File: config.mk
export PLATFORM = sky130hd
export DESIGN_NAME = dusk_light_controller_top
export DESIGN_NICKNAME = d
export VERILOG_FILES = /design/src/sv/dlc_pkg.sv /design/src/sv/dlc_cfg_regs.sv /design/src/sv/dusk_light_controller_top.sv
export SDC_FILE = /design/constraint.sdc
export NUM_CORES = 1
export LEC_CHECK = 0
export BUFFER_PORTS_ARGS = -buffer_cell sky130_fd_sc_hd__buf_2
export CAP_MARGIN = 20
export CORE_MARGIN = 2
export CORE_UTILIZATION = 50
export CTS_CLUSTER_SIZE = 40
export DETAILED_ROUTE_END_ITERATION = 16
export GPL_ROUTABILITY_DRIVEN = 0
export PLACE_DENSITY_LB_ADDON = 0.3
export SLEW_MARGIN = 20
export SYNTH_ARGS = -nofsm -noshare
export SYNTH_HDL_FRONTEND = slang
export SYNTH_SLANG_ARGS = --single-unit
File: constraint.sdc
create_clock -name clk -period 13.2 [get_ports clk]
set_input_delay 3.96 -clock clk [delete_from_list [all_inputs] [get_ports clk]]
set_output_delay 3.96 -clock clk [all_outputs]
set_load 0.01 [all_outputs]
File: src/sv/dlc_pkg.sv
// ----------------------------------------------------------------------------
// dlc_pkg: shared types and constants of the dusk light controller
// Item structs, configuration register map and reset values.
// ----------------------------------------------------------------------------
package dlc_pkg;

    // debounce history length and minute counter width
    localparam int DEBOUNCE_LEN = 8;
    localparam int MINUTE_BITS  = 32;

    // configuration port geometry
    localparam int CFG_INDEX_W = 3;
    localparam int CFG_DATA_W  = 16;

    // configuration reset values
    localparam logic [7:0]  LUX_THRESHOLD_RST    = 8'd123;
    localparam logic [15:0] TICKS_PER_MINUTE_RST = 16'd30000;
    localparam logic [7:0]  CHECK_INTERVAL_RST   = 8'd2;
    localparam logic [3:0]  CONFIRM_COUNT_RST    = 4'd8;
    localparam logic [15:0] MIN_ON_MINUTES_RST   = 16'd60;

    // configuration register indexes
    typedef enum logic [CFG_INDEX_W-1:0] {
        CFG_LUX_THRESHOLD    = 3'd0,
        CFG_TICKS_PER_MINUTE = 3'd1,
        CFG_CHECK_INTERVAL   = 3'd2,
        CFG_CONFIRM_COUNT    = 3'd3,
        CFG_MIN_ON_MINUTES   = 3'd4
    } cfg_index_t;

    // one tick item
    typedef struct packed {
        logic       button_raw;
        logic [7:0] light_level;
    } in_item_t;

    // one result item
    typedef struct packed {
        logic       lamp_on;
        logic       manual_mode;
        logic [3:0] confirm_level;
    } out_item_t;

    // configuration register set
    typedef struct packed {
        logic [7:0]  lux_threshold;
        logic [15:0] ticks_per_minute;
        logic [7:0]  check_interval;
        logic [3:0]  confirm_count;
        logic [15:0] min_on_minutes;
    } cfg_t;

endpackage

File: src/sv/dlc_cfg_regs.sv
// ----------------------------------------------------------------------------
// dlc_cfg_regs: configuration register file
// Holds the five settings, written one at a time through the config port.
// ----------------------------------------------------------------------------
module dlc_cfg_regs (
    input  logic                              clk,
    input  logic                              rst_n,
    input  logic                              cfg_valid,
    output logic                              cfg_ready,
    input  logic [dlc_pkg::CFG_INDEX_W-1:0]   cfg_index,
    input  logic [dlc_pkg::CFG_DATA_W-1:0]    cfg_data,
    output dlc_pkg::cfg_t                     cfg
);

    dlc_pkg::cfg_t cfg_reg;
    dlc_pkg::cfg_t cfg_next;

    // writes are always taken
    assign cfg_ready = 1'b1;

    // decode the register index, unknown indexes leave everything as is
    always_comb
    begin
        cfg_next = cfg_reg;
        if (cfg_valid)
        begin
            case (cfg_index)
                dlc_pkg::CFG_LUX_THRESHOLD:    cfg_next.lux_threshold    = cfg_data[7:0];
                dlc_pkg::CFG_TICKS_PER_MINUTE: cfg_next.ticks_per_minute = cfg_data[15:0];
                dlc_pkg::CFG_CHECK_INTERVAL:   cfg_next.check_interval   = cfg_data[7:0];
                dlc_pkg::CFG_CONFIRM_COUNT:    cfg_next.confirm_count    = cfg_data[3:0];
                dlc_pkg::CFG_MIN_ON_MINUTES:   cfg_next.min_on_minutes   = cfg_data[15:0];
                default:                       cfg_next = cfg_reg;
            endcase
        end
    end

    // register storage
    always_ff @(posedge clk or negedge rst_n)
    begin
        if (!rst_n)
        begin
            cfg_reg.lux_threshold    <= dlc_pkg::LUX_THRESHOLD_RST;
            cfg_reg.ticks_per_minute <= dlc_pkg::TICKS_PER_MINUTE_RST;
            cfg_reg.check_interval   <= dlc_pkg::CHECK_INTERVAL_RST;
            cfg_reg.confirm_count    <= dlc_pkg::CONFIRM_COUNT_RST;
            cfg_reg.min_on_minutes   <= dlc_pkg::MIN_ON_MINUTES_RST;
        end
        else
        begin
            cfg_reg <= cfg_next;
        end
    end

    assign cfg = cfg_reg;

endmodule

File: src/sv/dusk_light_controller_top.sv
// ----------------------------------------------------------------------------
// dusk_light_controller_top: automatic dusk lamp with manual override
// Results: a tick item's result is registered in the output register once that register is free.
// Throughput: one tick item per cycle, from an input register through the
// single-pass update into an output register; stall back-pressure only.
// Reset: asynchronous, active low; all counters, history and lamp clear,
// configuration returns to its defaults, no clearing pass.
// ----------------------------------------------------------------------------
module dusk_light_controller_top (
    input  logic                              clk,
    input  logic                              rst_n,
    // tick items
    input  logic                              in_valid,
    output logic                              in_stall,
    input  dlc_pkg::in_item_t                 in_data,
    // result items
    output logic                              out_valid,
    input  logic                              out_stall,
    output dlc_pkg::out_item_t                out_data,
    // configuration writes
    input  logic                              cfg_valid,
    output logic                              cfg_ready,
    input  logic [dlc_pkg::CFG_INDEX_W-1:0]   cfg_index,
    input  logic [dlc_pkg::CFG_DATA_W-1:0]    cfg_data
);

    localparam int MW = dlc_pkg::MINUTE_BITS;
    localparam int DL = dlc_pkg::DEBOUNCE_LEN;

    dlc_pkg::cfg_t cfg;

    // pipeline registers
    logic               s1_valid_reg;
    dlc_pkg::in_item_t  s1_data_reg;
    logic               out_valid_reg;
    dlc_pkg::out_item_t out_data_reg;

    // controller state
    logic [DL-1:0] hist_reg,        hist_next;
    logic [15:0]   tick_reg,        tick_next;
    logic [MW-1:0] minute_reg,      minute_next;
    logic [MW-1:0] last_check_reg,  last_check_next;
    logic [3:0]    agree_reg,       agree_next;
    logic          lamp_reg,        lamp_next;
    logic [MW-1:0] last_change_reg, last_change_next;

    logic               out_free;
    logic               take_item;
    logic [16:0]        tick_inc;
    logic               manual;
    logic               dark;
    logic               due;
    logic               agrees;
    logic [3:0]         agree_inc;
    logic               may_toggle;
    logic               lamp_out;
    dlc_pkg::out_item_t result;

    dlc_cfg_regs u_cfg_regs (
        .clk       (clk),
        .rst_n     (rst_n),
        .cfg_valid (cfg_valid),
        .cfg_ready (cfg_ready),
        .cfg_index (cfg_index),
        .cfg_data  (cfg_data),
        .cfg       (cfg)
    );

    // flow control: the input register moves on when the output register frees up
    assign out_free  = !out_valid_reg || !out_stall;
    assign take_item = s1_valid_reg && out_free;
    assign in_stall  = s1_valid_reg && !out_free;

    // tick update
    always_comb
    begin
        hist_next        = {hist_reg[DL-2:0], s1_data_reg.button_raw};
        tick_inc         = {1'b0, tick_reg} + 17'd1;
        tick_next        = tick_inc[15:0];
        minute_next      = minute_reg;
        last_check_next  = last_check_reg;
        agree_next       = agree_reg;
        lamp_next        = lamp_reg;
        last_change_next = last_change_reg;
        agrees           = 1'b0;
        agree_inc        = agree_reg;
        may_toggle       = 1'b0;
        due              = 1'b0;

        // minute counting
        if (tick_inc >= {1'b0, cfg.ticks_per_minute})
        begin
            tick_next   = 16'd0;
            minute_next = minute_reg + MW'(1);
        end

        manual = (hist_next == {DL{1'b1}});
        dark   = (s1_data_reg.light_level < cfg.lux_threshold);

        if (manual)
        begin
            // button held: lamp follows darkness, automatic lamp and change time drop
            lamp_out         = dark;
            lamp_next        = 1'b0;
            last_change_next = '0;
        end
        else
        begin
            due = ((minute_next - last_check_reg) >= MW'(cfg.check_interval));
            if (due)
            begin
                last_check_next = minute_next;
                agrees = lamp_reg ? !dark : dark;
                if (agrees)
                begin
                    // saturating count toward confirmation
                    agree_inc  = (agree_reg < cfg.confirm_count) ? agree_reg + 4'd1
                                                                 : agree_reg;
                    agree_next = agree_inc;
                    if (agree_inc >= cfg.confirm_count)
                    begin
                        may_toggle = !lamp_reg ||
                            ((minute_next - last_change_reg) > MW'(cfg.min_on_minutes));
                        if (may_toggle)
                        begin
                            lamp_next        = !lamp_reg;
                            agree_next       = 4'd0;
                            last_change_next = minute_next;
                        end
                    end
                end
                else if (agree_reg != 4'd0)
                begin
                    agree_next = agree_reg - 4'd1;
                end
            end
            lamp_out = lamp_next;
        end

        result.lamp_on       = lamp_out;
        result.manual_mode   = manual;
        result.confirm_level = agree_next;
    end

    // input register and output register control
    always_ff @(posedge clk or negedge rst_n)
    begin
        if (!rst_n)
        begin
            s1_valid_reg  <= 1'b0;
            out_valid_reg <= 1'b0;
        end
        else
        begin
            if (!in_stall)
            begin
                s1_valid_reg <= in_valid;
            end
            if (out_free)
            begin
                out_valid_reg <= s1_valid_reg;
            end
        end
    end

    // payload registers
    always_ff @(posedge clk)
    begin
        if (in_valid && !in_stall)
        begin
            s1_data_reg <= in_data;
        end
        if (take_item)
        begin
            out_data_reg <= result;
        end
    end

    // controller state registers
    always_ff @(posedge clk or negedge rst_n)
    begin
        if (!rst_n)
        begin
            hist_reg        <= '0;
            tick_reg        <= '0;
            minute_reg      <= '0;
            last_check_reg  <= '0;
            agree_reg       <= '0;
            lamp_reg        <= 1'b0;
            last_change_reg <= '0;
        end
        else if (take_item)
        begin
            hist_reg        <= hist_next;
            tick_reg        <= tick_next;
            minute_reg      <= minute_next;
            last_check_reg  <= last_check_next;
            agree_reg       <= agree_next;
            lamp_reg        <= lamp_next;
            last_change_reg <= last_change_next;
        end
    end

    assign out_valid = out_valid_reg;
    assign out_data  = out_data_reg;

    // stall on the input only while the input register holds an item
    a_stall_needs_item: assert property (@(posedge clk) disable iff (!rst_n)
        in_stall |-> s1_valid_reg)
        else $error("input stalled with an empty input register");

    // manual handling leaves the automatic lamp off
    a_manual_clears_lamp: assert property (@(posedge clk) disable iff (!rst_n)
        take_item && manual |=> !lamp_reg && (last_change_reg == '0))
        else $error("manual tick did not clear automatic lamp state");

    // an automatic lamp toggle always restarts the agreement counter
    a_toggle_clears_count: assert property (@(posedge clk) disable iff (!rst_n)
        take_item && !manual && (lamp_next != lamp_reg) |=> (agree_reg == 4'd0))
        else $error("lamp toggled without clearing the agreement counter");

    // tick counter stays inside the minute after a tick
    a_tick_in_range: assert property (@(posedge clk) disable iff (!rst_n)
        take_item && (cfg.ticks_per_minute != 16'd0)
        |=> (tick_reg < $past(cfg.ticks_per_minute)))
        else $error("tick counter beyond ticks per minute");

endmodule
==> summary.md, run 1 <==
| Metric | Value |
|---|---|
| Status | `finished clean` |
| Detailed-route DRC error count | `0` |
| Global-route usage over all layers | `0.249` |
| Static leakage power | `7.00 nW` |
| Slew HR | `0.358` |
| Routed vias | `around 12000` |
| Total overflow reported by the global router | `0` |
| Clock buffer count from CTS | `17` |
| Min cycle time layout | `9.18 ns` |
| Sort of element at the start of the critical path | `flip-flop` |
| Overall Power | `2.34 mW` |
| Slowest stage cell, crit path | `nor4_1` |
| Total count of hold-check failures in the final report | `0` |
| Synthesized area divided by synthesized cell count | `8.36 um2` |
| Start point of the worst hold path | `hist_reg[6]$_DFFE_PN0P_` |
| Largest fanout of any net on the critical path | `32` |
| Endpoint of the worst-slack reg-to-reg timing path | `last_change_reg[17]$_DFFE_PN0P_` |
| Max FFs per register | `52` |
| Post-CTS repair timing setup buffer count | `0` |
| PD cells | `~150 mW/mm2` |
| Number of enable flip-flop cells after synthesis | `15` |
| Worst IR Drop VDD | `approximately 0.23 mV` |
| Initial core utilization | `0.507` |
| Pin count of the biggest net entering global routing | `76` |
| Placeable core region | `around 0.028 mm2` |
| Hold_buf cts | `0` |
| Growth of design area from synthesis to finish | `7.88%` |
| Largest stage delay on the critical path | `0.54 ns` |
| Clock input transition at the sequential cells of the worst setup and hold paths | `0.10 ns` |
| CTS sink cnt | `193` |
| Remaining antenna violation count after routing | `0` |
| Half-perimeter wire length of the detailed placement result | `26.1 mm` |
| Clock insertion delay at the later pin of the skew report | `0.46 ns` |
| Clock tree from TritonCTS | `built` |
| Worst hold slack | `0.501 ns` |
| Number of distinct library cell variants in the gate-level netlist after synthesis | `just under 90` |
| Cell at the root of the clock tree | `clkbuf_16` |
| Vertical die dimension | `between 150 and 200 um` |
| Hold/Removal Path Class | `reg -> reg` |
| Most used flip-flop cell after synthesis | `dfrtp_1` |
| Placed instance area | `0.0145 mm2` |
| Proportion of synthesized chip area in sequential cells | `0.351` |
| Worst flop-to-flop path startpoint | `tick_reg[2]$_DFFE_PN0P_` |
| First drt pass iteration count | `6` |
| Terminating pin of the worst hold path | `hist_reg[6]$_DFFE_PN0P_` |
| Unrepaired setup endpoints after global routing | `no` |
| Average wire per cell in the routed design | `16.8 um` |
| Logic depth of the worst register-to-register path | `35` |
| Ports | `42` |
| Warnings from Yosys | `0` |
| Endpoint arrival time on the critical path | `around 9.5 ns` |
| Nature of the critical path endpoint | `flip-flop` |
| Initial antenna violation count | `0` |
| Fin nets | `1836` |
| Min-Delay Path Depth | `2` |
| Synthesized flop and latch total | `193` |
| Cell area after synthesis | `0.0140 mm2` |
| Filler Cells Inserted | `2541` |
| Layout cells sized above 1 | `0.0915` |
| Fmax achieved | `109 MHz` |
| Cell count after synthesis | `1679` |
| Crit share post-route | `0.696` |
| Antenna diodes | `0` |
| Number of global-route vias before repair | `11600` |
| Vias per std cell | `5.76` |
| Crit Path Category | `reg -> reg` |
| Count of instances resized after the clock tree is built | `0` |
| Input/output buffers | `40` |
| Final total negative setup slack | `0 ns` |
| Maximum buffer depth of the clock tree | `2` |
| Final standard cell area without fillers | `0.0151 mm2` |
| Maximum Capacitance Violations | `0` |
| Post-Synthesis Net Count | `1834` |
| Endpoints failing setup | `0` |
| Setup slack, reg-to-reg | `4.02 ns` |
| Die X | `172 um` |
| First DRT Iteration DRCs | `844` |
| Pins over their slew limit | `0` |
| Cell Rows | `61` |
| Most repeated library cell on the critical path | `nand3_1` |
| Total Die Area | `between 0.02 and 0.03 mm2` |
| Clock Skew | `0.0216 ns` |
| Global-route wire length before repair | `roughly 58 mm` |
| CTS H-tree lvls | `4` |
| Data required time at the worst endpoint | `13.51 ns` |
| Pin slew with the least headroom to its limit | `between 0.9 and 1 ns` |
| Total detailed-routing wirelength | `34.9 mm` |
| Ys async rst share | `0.922` |
## layout make-up
class | count | area [um2] | area share
clock inverters | 15 | 231 | 0.0153
inverters | 161 | 604 | 0.0399
clock buffers | 17 | 425 | 0.0281
flip-flops and latches | 193 | 4930 | 0.326
multi-input cells | 1255 | 8170 | 0.540
well taps | 378 | 473 | 0.0312
repair buffers | 53 | 304 | 0.0201
## cells in the final DEF, fill, tap and decap left out, drive strengths merged, types with 18 or more instances in the layout
cell type	instances
inv	171
buf	53
a21oi	91
dfstp	19
nand2b	24
xor2	40
nand3	68
o21ai	146
nor2	100
nand4	33
o22ai	37
ha	120
nor3	26
a211oi	18
nand2	253
xnor2	81
dfrtp	159
## cells in the mapped netlist (all sizes together), types with 4 or more instances
library cell | count | area share
a2111oi | 8 | 0.0055
inv | 161 | 0.043
nand2b | 24 | 0.011
a31oi | 8 | 0.0036
and2 | 4 | 0.0018
o2111ai | 4 | 0.0025
nor3 | 26 | 0.0093
ha | 120 | 0.11
mux2 | 16 | 0.013
nand2 | 253 | 0.068
nand3 | 68 | 0.024
o21ai | 146 | 0.052
dfstp | 19 | 0.036
a211oi | 18 | 0.010
or3 | 9 | 0.0044
or2 | 7 | 0.0031
a21oi | 91 | 0.032
nand3b | 5 | 0.0029
xor2 | 40 | 0.025
nor4 | 5 | 0.0022
dfrtp | 159 | 0.28
and3 | 14 | 0.0062
xnor2 | 81 | 0.051
clkbuf | 37 | 0.0099
nand4 | 33 | 0.015
o22ai | 37 | 0.019
o21a | 8 | 0.0043
o31ai | 9 | 0.0058
a21o | 17 | 0.0091
nor2 | 100 | 0.027
o21bai | 5 | 0.0027
buf | 33 | 0.014
nor2b | 12 | 0.0053
mux2i | 12 | 0.0086
edfxtp | 15 | 0.032
o211ai | 14 | 0.0075
nor3b | 6 | 0.0036
## cells by family after synthesis
kind of cell,share of synthesized area
flops,0.351
xor+xnor,0.0777
other cells,0.000267
mux,0.0214
fa+ha+maj,0.110
compound gates,0.179
simple gates,0.194
buf+inv,0.0674
## power by group
group	internal, mW	switching [mW]
clock	0.272	0.298
sequential	0.681	0.0364
combinational	0.374	0.679
total	1.33	1.01
## worst max-delay path, delay by kind of cell, from the launching register on
family | cells | cell delay [ns]
DFF | 1 | 0.44
AOI/OAI and AO/OA | 7 | 1.79
xor gates and xnor gates | 3 | 0.74
buffers and inverters | 3 | 0.77
adders and majority gates | 3 | 1.02
and+or+nand+nor | 19 | 4.25
## worst max-delay path by stage
stage,from,depth (start not counted),to,slack [ns]
CTS,tick_reg[2]$_DFFE_PN0P_,35,last_change_reg[20]$_DFFE_PN0P_,4.20
global route,tick_reg[2]$_DFFE_PN0P_,35,last_change_reg[19]$_DFFE_PN0P_,3.31
global placement,tick_reg[2]$_DFFE_PN0P_,35,last_change_reg[30]$_DFFE_PN0P_,4.33
floorplan,out_stall,2,in_stall,5.10
detailed placement,tick_reg[2]$_DFFE_PN0P_,35,last_change_reg[20]$_DFFE_PN0P_,4.26
finish,tick_reg[2]$_DFFE_PN0P_,35,last_change_reg[17]$_DFFE_PN0P_,4.02
## metrics by stage
stage,setup slack [ns],instances,util
5_1_grt,3.31,2072,0.546
3_5_place_dp,4.26,2040,0.523
2_1_floorplan,5.10,1679,-
6_report,4.02,2072,0.546
4_1_cts,4.20,2072,0.546
3_3_place_gp,4.33,2040,0.523
## per-layer routing
| layer | vias to the layer above | track usage | wire length, um |
|---|---|---|---|
| met5 | - | 0 | 0 |
| met1 | 5736 | 0.341 | 16300 |
| li1 | 5847 | - | - |
| met4 | 0 | 0.0917 | 970 |
| met2 | 290 | 0.401 | 16000 |
| met3 | 64 | 0.0380 | 1590 |
Power figures use the tool's default switching activity.
==> run 2: changes to the inputs <==
clock period = 7.5 ns   (was 13.2 ns; I/O delays follow)
==> summary.md, run 2 (synthesis results as in run 1) <==
| Metric | Value |
|---|---|
| Hold_buf cts | `0` |
| Clock insertion delay at the later pin of the skew report | `around 0.45 ns` |
| Pin count of the biggest net entering global routing | `roughly 180` |
| Ports | `between 40 and 50` |
| Worst-case setup margin in the final layout | `between 0.1 and 0.15 ns` |
| Half-perimeter wire length of the detailed placement result | `27.1 mm` |
| Antenna diodes | `0` |
| Clock tree from TritonCTS | `built` |
| CTS sink cnt | `193` |
| Worst hold slack | `about 0.5 ns` |
| Remaining antenna violation count after routing | `0` |
| Worst IR Drop VDD | `about 0.70 mV` |
| Global-route usage over all layers | `0.254` |
| Growth of design area from synthesis to finish | `15.6%` |
| Clock buffer count from CTS | `17` |
| First DRT Iteration DRCs | `around 1100` |
| Placed instance count | `2109` |
| Die X | `172 um` |
| Seq pwr share | `0.304` |
| Post-Route Utilization | `0.586` |
| Clock network fraction of total power | `0.218` |
| Clock input transition at the sequential cells of the worst setup and hold paths | `about 0.08 ns` |
| PD cells | `256 mW/mm2` |
| Filler Cells Inserted | `2384` |
| Vertical die dimension | `172 um` |
| Crit Path Category | `reg -> reg` |
| Slowest stage cell, crit path | `or4_4` |
| Hold/Removal Path Class | `reg -> reg` |
| Average wire per cell in the routed design | `roughly 17 um` |
| Largest fanout of any net on the critical path | `8` |
| Leading cell type in the layout, fill and taps excluded | `nand2_1` |
| Static leakage power | `around 7.6 nW` |
| Routed vias | `12500` |
| Endpoint arrival time on the critical path | `7.73 ns` |
| Placeable core region | `between 0.02 and 0.03 mm2` |
| Maximum Capacitance Violations | `0` |
| Fin nets | `1922` |
| Most repeated library cell on the critical path | `ha_1` |
| Fraction of power consumed by combinational cells | `0.479` |
| Switching Power | `1.72 mW` |
| Cell Rows | `61` |
| Internal power | `between 2 and 2.5 mW` |
| Largest stage delay on the critical path | `~0.58 ns` |
| CTS H-tree lvls | `4` |
| Pin slew with the least headroom to its limit | `roughly 1.0 ns` |
| Overall Power | `between 4 and 5 mW` |
| Initial core utilization | `0.507` |
| Switching Fraction | `0.414` |
| Data required time at the worst endpoint | `7.84 ns` |
| Vias per std cell | `roughly 5.8` |
| Total overflow reported by the global router | `0` |
| Total detailed-routing wirelength | `37.5 mm` |
| Number of global-route vias before repair | `around 12000` |
| Max FFs per register | `52` |
| Slew HR | `0.298` |
| Cell at the root of the clock tree | `clkbuf_16` |
| Layout cells sized above 1 | `0.172` |
| Area taken by flip-flops and latches | `0.00493 mm2` |
| Top library cells by usage in the layout, fill and taps aside | `249 x nand2_1, 160 x inv_1, 159 x dfrtp_1` |
| Area taken by multi-input logic gates | `0.00861 mm2` |
| Min cycle time layout | `around 7.4 ns` |
| Sort of element at the start of the critical path | `flip-flop` |
| Logic depth of the worst register-to-register path | `34` |
| Initial antenna violation count | `0` |
| Total count of hold-check failures in the final report | `0` |
| Input/output buffers | `40` |
| Nature of the critical path endpoint | `flip-flop` |
| Min-Delay Path Depth | `2` |
| Global-route wire length before repair | `59.7 mm` |
| First drt pass iteration count | `5` |
| Total Die Area | `0.0294 mm2` |
| Post-Place Setup Slack | `-0.106 ns` |
| Detailed-route DRC error count | `0` |
| Endpoints failing setup | `0` |
| Post-layout instance count excluding filler cells | `~2200` |
| Pins over their slew limit | `0` |
| Maximum buffer depth of the clock tree | `2` |
| Clock Skew | `0.0133 ns` |
| Status | `finished clean` |
| Fmax achieved | `135 MHz` |
| Setup slack, reg-to-reg | `0.11 ns` |
| Crit share post-route | `0.985` |
[run 2: critical path, delay by kind of cell (launching register included)]
| family | cells | cell delay [ns] |
|---|---|---|
| adder cells (fa/ha/maj) | 3 | 0.98 |
| AND/OR/NAND/NOR | 15 | 3.18 |
| flip-flops | 1 | 0.49 |
| AO/OA/AOI/OAI | 9 | 1.51 |
| buffers and inverters | 4 | 0.68 |
| XOR/XNOR | 3 | 0.42 |
[run 2: power groups by stage]
stage	logic [mW]	registers (mW)	clock network, mW
finish	1.99	1.26	0.904
global placement	1.86	1.27	0
CTS	1.89	1.26	0.917
global route	2.18	1.28	0.953
floorplan	1.35	1.27	0
detailed placement	1.87	1.28	0
[run 2: layout make-up]
type,count,share of cell area
Sequential cell,193,0.304
Multi-Input combinational cell,1255,0.531
Clock inverter,14,0.00879
Timing Repair Buffer,139,0.0641
Tap cell,378,0.0291
Clock buffer,18,0.0264
Inverter,161,0.0372
[run 2: through the flow]
| step | TNS, ns | cell area, um2 |
|---|---|---|
| finish | 0 | 16200 |
| global route | -3.92 | 16200 |
| floorplan | 0 | 14000 |
| global placement | 0 | 15000 |
| detailed placement | -2.40 | 15000 |
| CTS | 0 | 15600 |
[run 2: routing by layer]
metal  vias to the layer above  part of all wire  GRT usage
met4                         0             0.030     0.0803
met5                         -                 0          0
li1                       6011                 -          -
met3                        90             0.052     0.0396
met1                      5950              0.46      0.356
met2                       405              0.46      0.404
[run 2: timing repair]
| action | in CTS | in global routing |
|---|---|---|
| buffers inserted | 1 | 13 |
| pin swaps | 2 | 34 |
| resized for setup | 5 | 97 |
| setup endpoints to repair | 33 | 74 |
| cloned | 0 | 3 |
[run 2: final timing paths]
path / from / to
max in group asynchronous: rst_n / minute_reg[23]$_DFFE_PN0P_
worst min register to register: hist_reg[6]$_DFFE_PN0P_ / hist_reg[6]$_DFFE_PN0P_
worst max-delay path: tick_reg[10]$_DFFE_PN0P_ / last_change_reg[15]$_DFFE_PN0P_
min in group asynchronous: rst_n / hist_reg[6]$_DFFE_PN0P_
worst min-delay path: hist_reg[6]$_DFFE_PN0P_ / hist_reg[6]$_DFFE_PN0P_
worst max register to register: tick_reg[10]$_DFFE_PN0P_ / last_change_reg[15]$_DFFE_PN0P_
==> run 3: changes to the inputs <==
--- a/config.mk
+++ b/config.mk
@@ -9,5 +9,5 @@
 export CAP_MARGIN = 20
 export CORE_MARGIN = 2
-export CORE_UTILIZATION = 50
+export CORE_UTILIZATION = 55
 export CTS_CLUSTER_SIZE = 40
 export DETAILED_ROUTE_END_ITERATION = 16
==> constraint.sdc (replaced) <==
create_clock -name clk -period 7.5 [get_ports clk]
set_input_delay 2.25 -clock clk [delete_from_list [all_inputs] [get_ports clk]]
set_output_delay 2.25 -clock clk [all_outputs]
set_load 0.02 [all_outputs]
==> summary.md, run 3 (synthesis results as in run 1) <==
| Metric | Value |
|---|---|
| Status | `finished clean` |
| Fmax achieved | `roughly 130 MHz` |
| Average wire per cell in the routed design | `18.3 um` |
| CTS sink cnt | `193` |
| Sort of element at the start of the critical path | `flip-flop` |
| Vertical die dimension | `164 um` |
| Pins over their slew limit | `0` |
| Post-layout instance count excluding filler cells | `2102` |
| Top library cells by usage in the layout, fill and taps aside | `246 x nand2_1, 160 x inv_1, 159 x dfrtp_1` |
| Total Die Area | `0.0268 mm2` |
| Min cycle time layout | `7.41 ns` |
| Endpoints failing setup | `0` |
| Antenna diodes | `0` |
| Number of global-route vias before repair | `12000` |
| Global-route wire length before repair | `59.7 mm` |
| Nature of the critical path endpoint | `flip-flop` |
| Input/output buffers | `40` |
| Growth of design area from synthesis to finish | `16.4%` |
| Largest fanout of any net on the critical path | `14` |
| PD cells | `262 mW/mm2` |
| Slowest stage cell, crit path | `dfrtp_1` |
| Crit share post-route | `0.989` |
| First drt pass iteration count | `8` |
| Remaining antenna violation count after routing | `0` |
| Most repeated library cell on the critical path | `nand4_1` |
| Half-perimeter wire length of the detailed placement result | `26.4 mm` |
| Slew HR | `0.397` |
| CTS H-tree lvls | `4` |
| Static leakage power | `approximately 7.6 nW` |
| First DRT Iteration DRCs | `1450` |
| Clock input transition at the sequential cells of the worst setup and hold paths | `0.10 ns` |
| Detailed-route DRC error count | `0` |
| Ports | `42` |
| Crit Path Category | `reg -> reg` |
| Leading cell type in the layout, fill and taps excluded | `nand2_1` |
| Cell Rows | `58` |
| Hold/Removal Path Class | `reg -> reg` |
| Maximum buffer depth of the clock tree | `2` |
| Worst IR Drop VDD | `0.572 mV` |
| Die X | `164 um` |
| Pin count of the biggest net entering global routing | `179` |
| Endpoint arrival time on the critical path | `7.77 ns` |
| Final total negative setup slack | `0 ns` |
| Pin slew with the least headroom to its limit | `0.905 ns` |
| Clock buffer count from CTS | `17` |
| Total overflow reported by the global router | `0` |
| Global-route usage over all layers | `0.278` |
| Clock insertion delay at the later pin of the skew report | `0.45 ns` |
| Total detailed-routing wirelength | `38.4 mm` |
| Initial core utilization | `0.559` |
| Cell at the root of the clock tree | `clkbuf_16` |
| Maximum Capacitance Violations | `0` |
| Clock tree from TritonCTS | `built` |
| Placeable core region | `0.0251 mm2` |
| Placed instance count | `2034` |
| Max FFs per register | `52` |
| Fin nets | `roughly 1900` |
| Routed vias | `12800` |
| Clock Skew | `~0.021 ns` |
| Data required time at the worst endpoint | `7.86 ns` |
| Initial antenna violation count | `0` |
| Hold_buf cts | `0` |
| Layout cells sized above 1 | `0.189` |
| Vias per std cell | `6.10` |
| Total count of hold-check failures in the final report | `0` |
| Largest stage delay on the critical path | `roughly 0.43 ns` |
[run 3: worst max-delay path: cells and delay by family, from the launching register on]
kind	cells	cell delay, ns
xor+xnor	3	0.52
buf+inv	4	0.71
compound gates	8	1.50
fa+ha+maj	4	1.19
flops	1	0.43
simple gates	15	2.92
[run 3: routing by layer]
metal	part of all wire	vias up	global-route usage
li1	-	6004	-
met1	0.43	6181	0.398
met2	0.47	546	0.441
met3	0.067	96	0.0381
met4	0.027	0	0.0789
met5	0	-	0
[run 3: cell type report]
| type | count | area [um2] |
|---|---|---|
| fill | 1973 | 8770 |
| clock inverter | 15 | 225 |
| timing repair buffer | 131 | 957 |
| multi-input combinational | 1255 | 8790 |
| inverter | 161 | 604 |
| sequential | 193 | 4930 |
| tap | 330 | 413 |
| clock buffer | 17 | 425 |
[run 3: repair_timing]
action / in CTS / in global routing
cloned: 0 / 2
pin swaps: 1 / 46
endpoints found under the setup margin: 74 / 74
buffers inserted: 2 / 31
gates resized for setup: 10 / 139
[run 3: through the flow]
stage / hold slack [ns] / total power, mW / utilization / setup WS, ns / instance area [um2]
final: 0.501 / 4.29 / 0.651 / 0.0860 / 16300
after global routing: 0.528 / 4.52 / 0.651 / -0.331 / 16300
after CTS: 0.503 / 4.17 / 0.616 / 0.00304 / 15500
after detailed placement: 0.481 / 3.18 / 0.588 / -0.238 / 14800
after global placement: 0.463 / 3.13 / 0.588 / -0.121 / 14800
after floorplan: 0.440 / 2.62 / - / 0.235 / 14000
[run 3: power by group]
| part | switching, mW | total (mW) | leakage (nW) | internal, mW |
|---|---|---|---|---|
| Combinational | 1.26 | 2.04 | 4.84 | 0.777 |
| Sequential | 0.0661 | 1.26 | 2.46 | 1.20 |
| Clock | 0.513 | 0.985 | 0.310 | 0.472 |
[run 3: final timing paths]
kind	start	endpoint	depth (start not counted)	slack, ns
max	tick_reg[0]$_DFFE_PN0P_	last_change_reg[9]$_DFFE_PN0P_	34	0.09
min	hist_next[0]$_DFFE_PP_	hist_reg[0]$_DFFE_PN0P_	2	0.50
max reg2reg	tick_reg[0]$_DFFE_PN0P_	last_change_reg[9]$_DFFE_PN0P_	34	0.09
min reg2reg	hist_next[0]$_DFFE_PP_	hist_reg[0]$_DFFE_PN0P_	2	0.50
max in group asynchronous	rst_n	last_check_reg[30]$_DFFE_PN0P_	3	4.79
min in group asynchronous	rst_n	hist_reg[3]$_DFFE_PN0P_	2	1.71
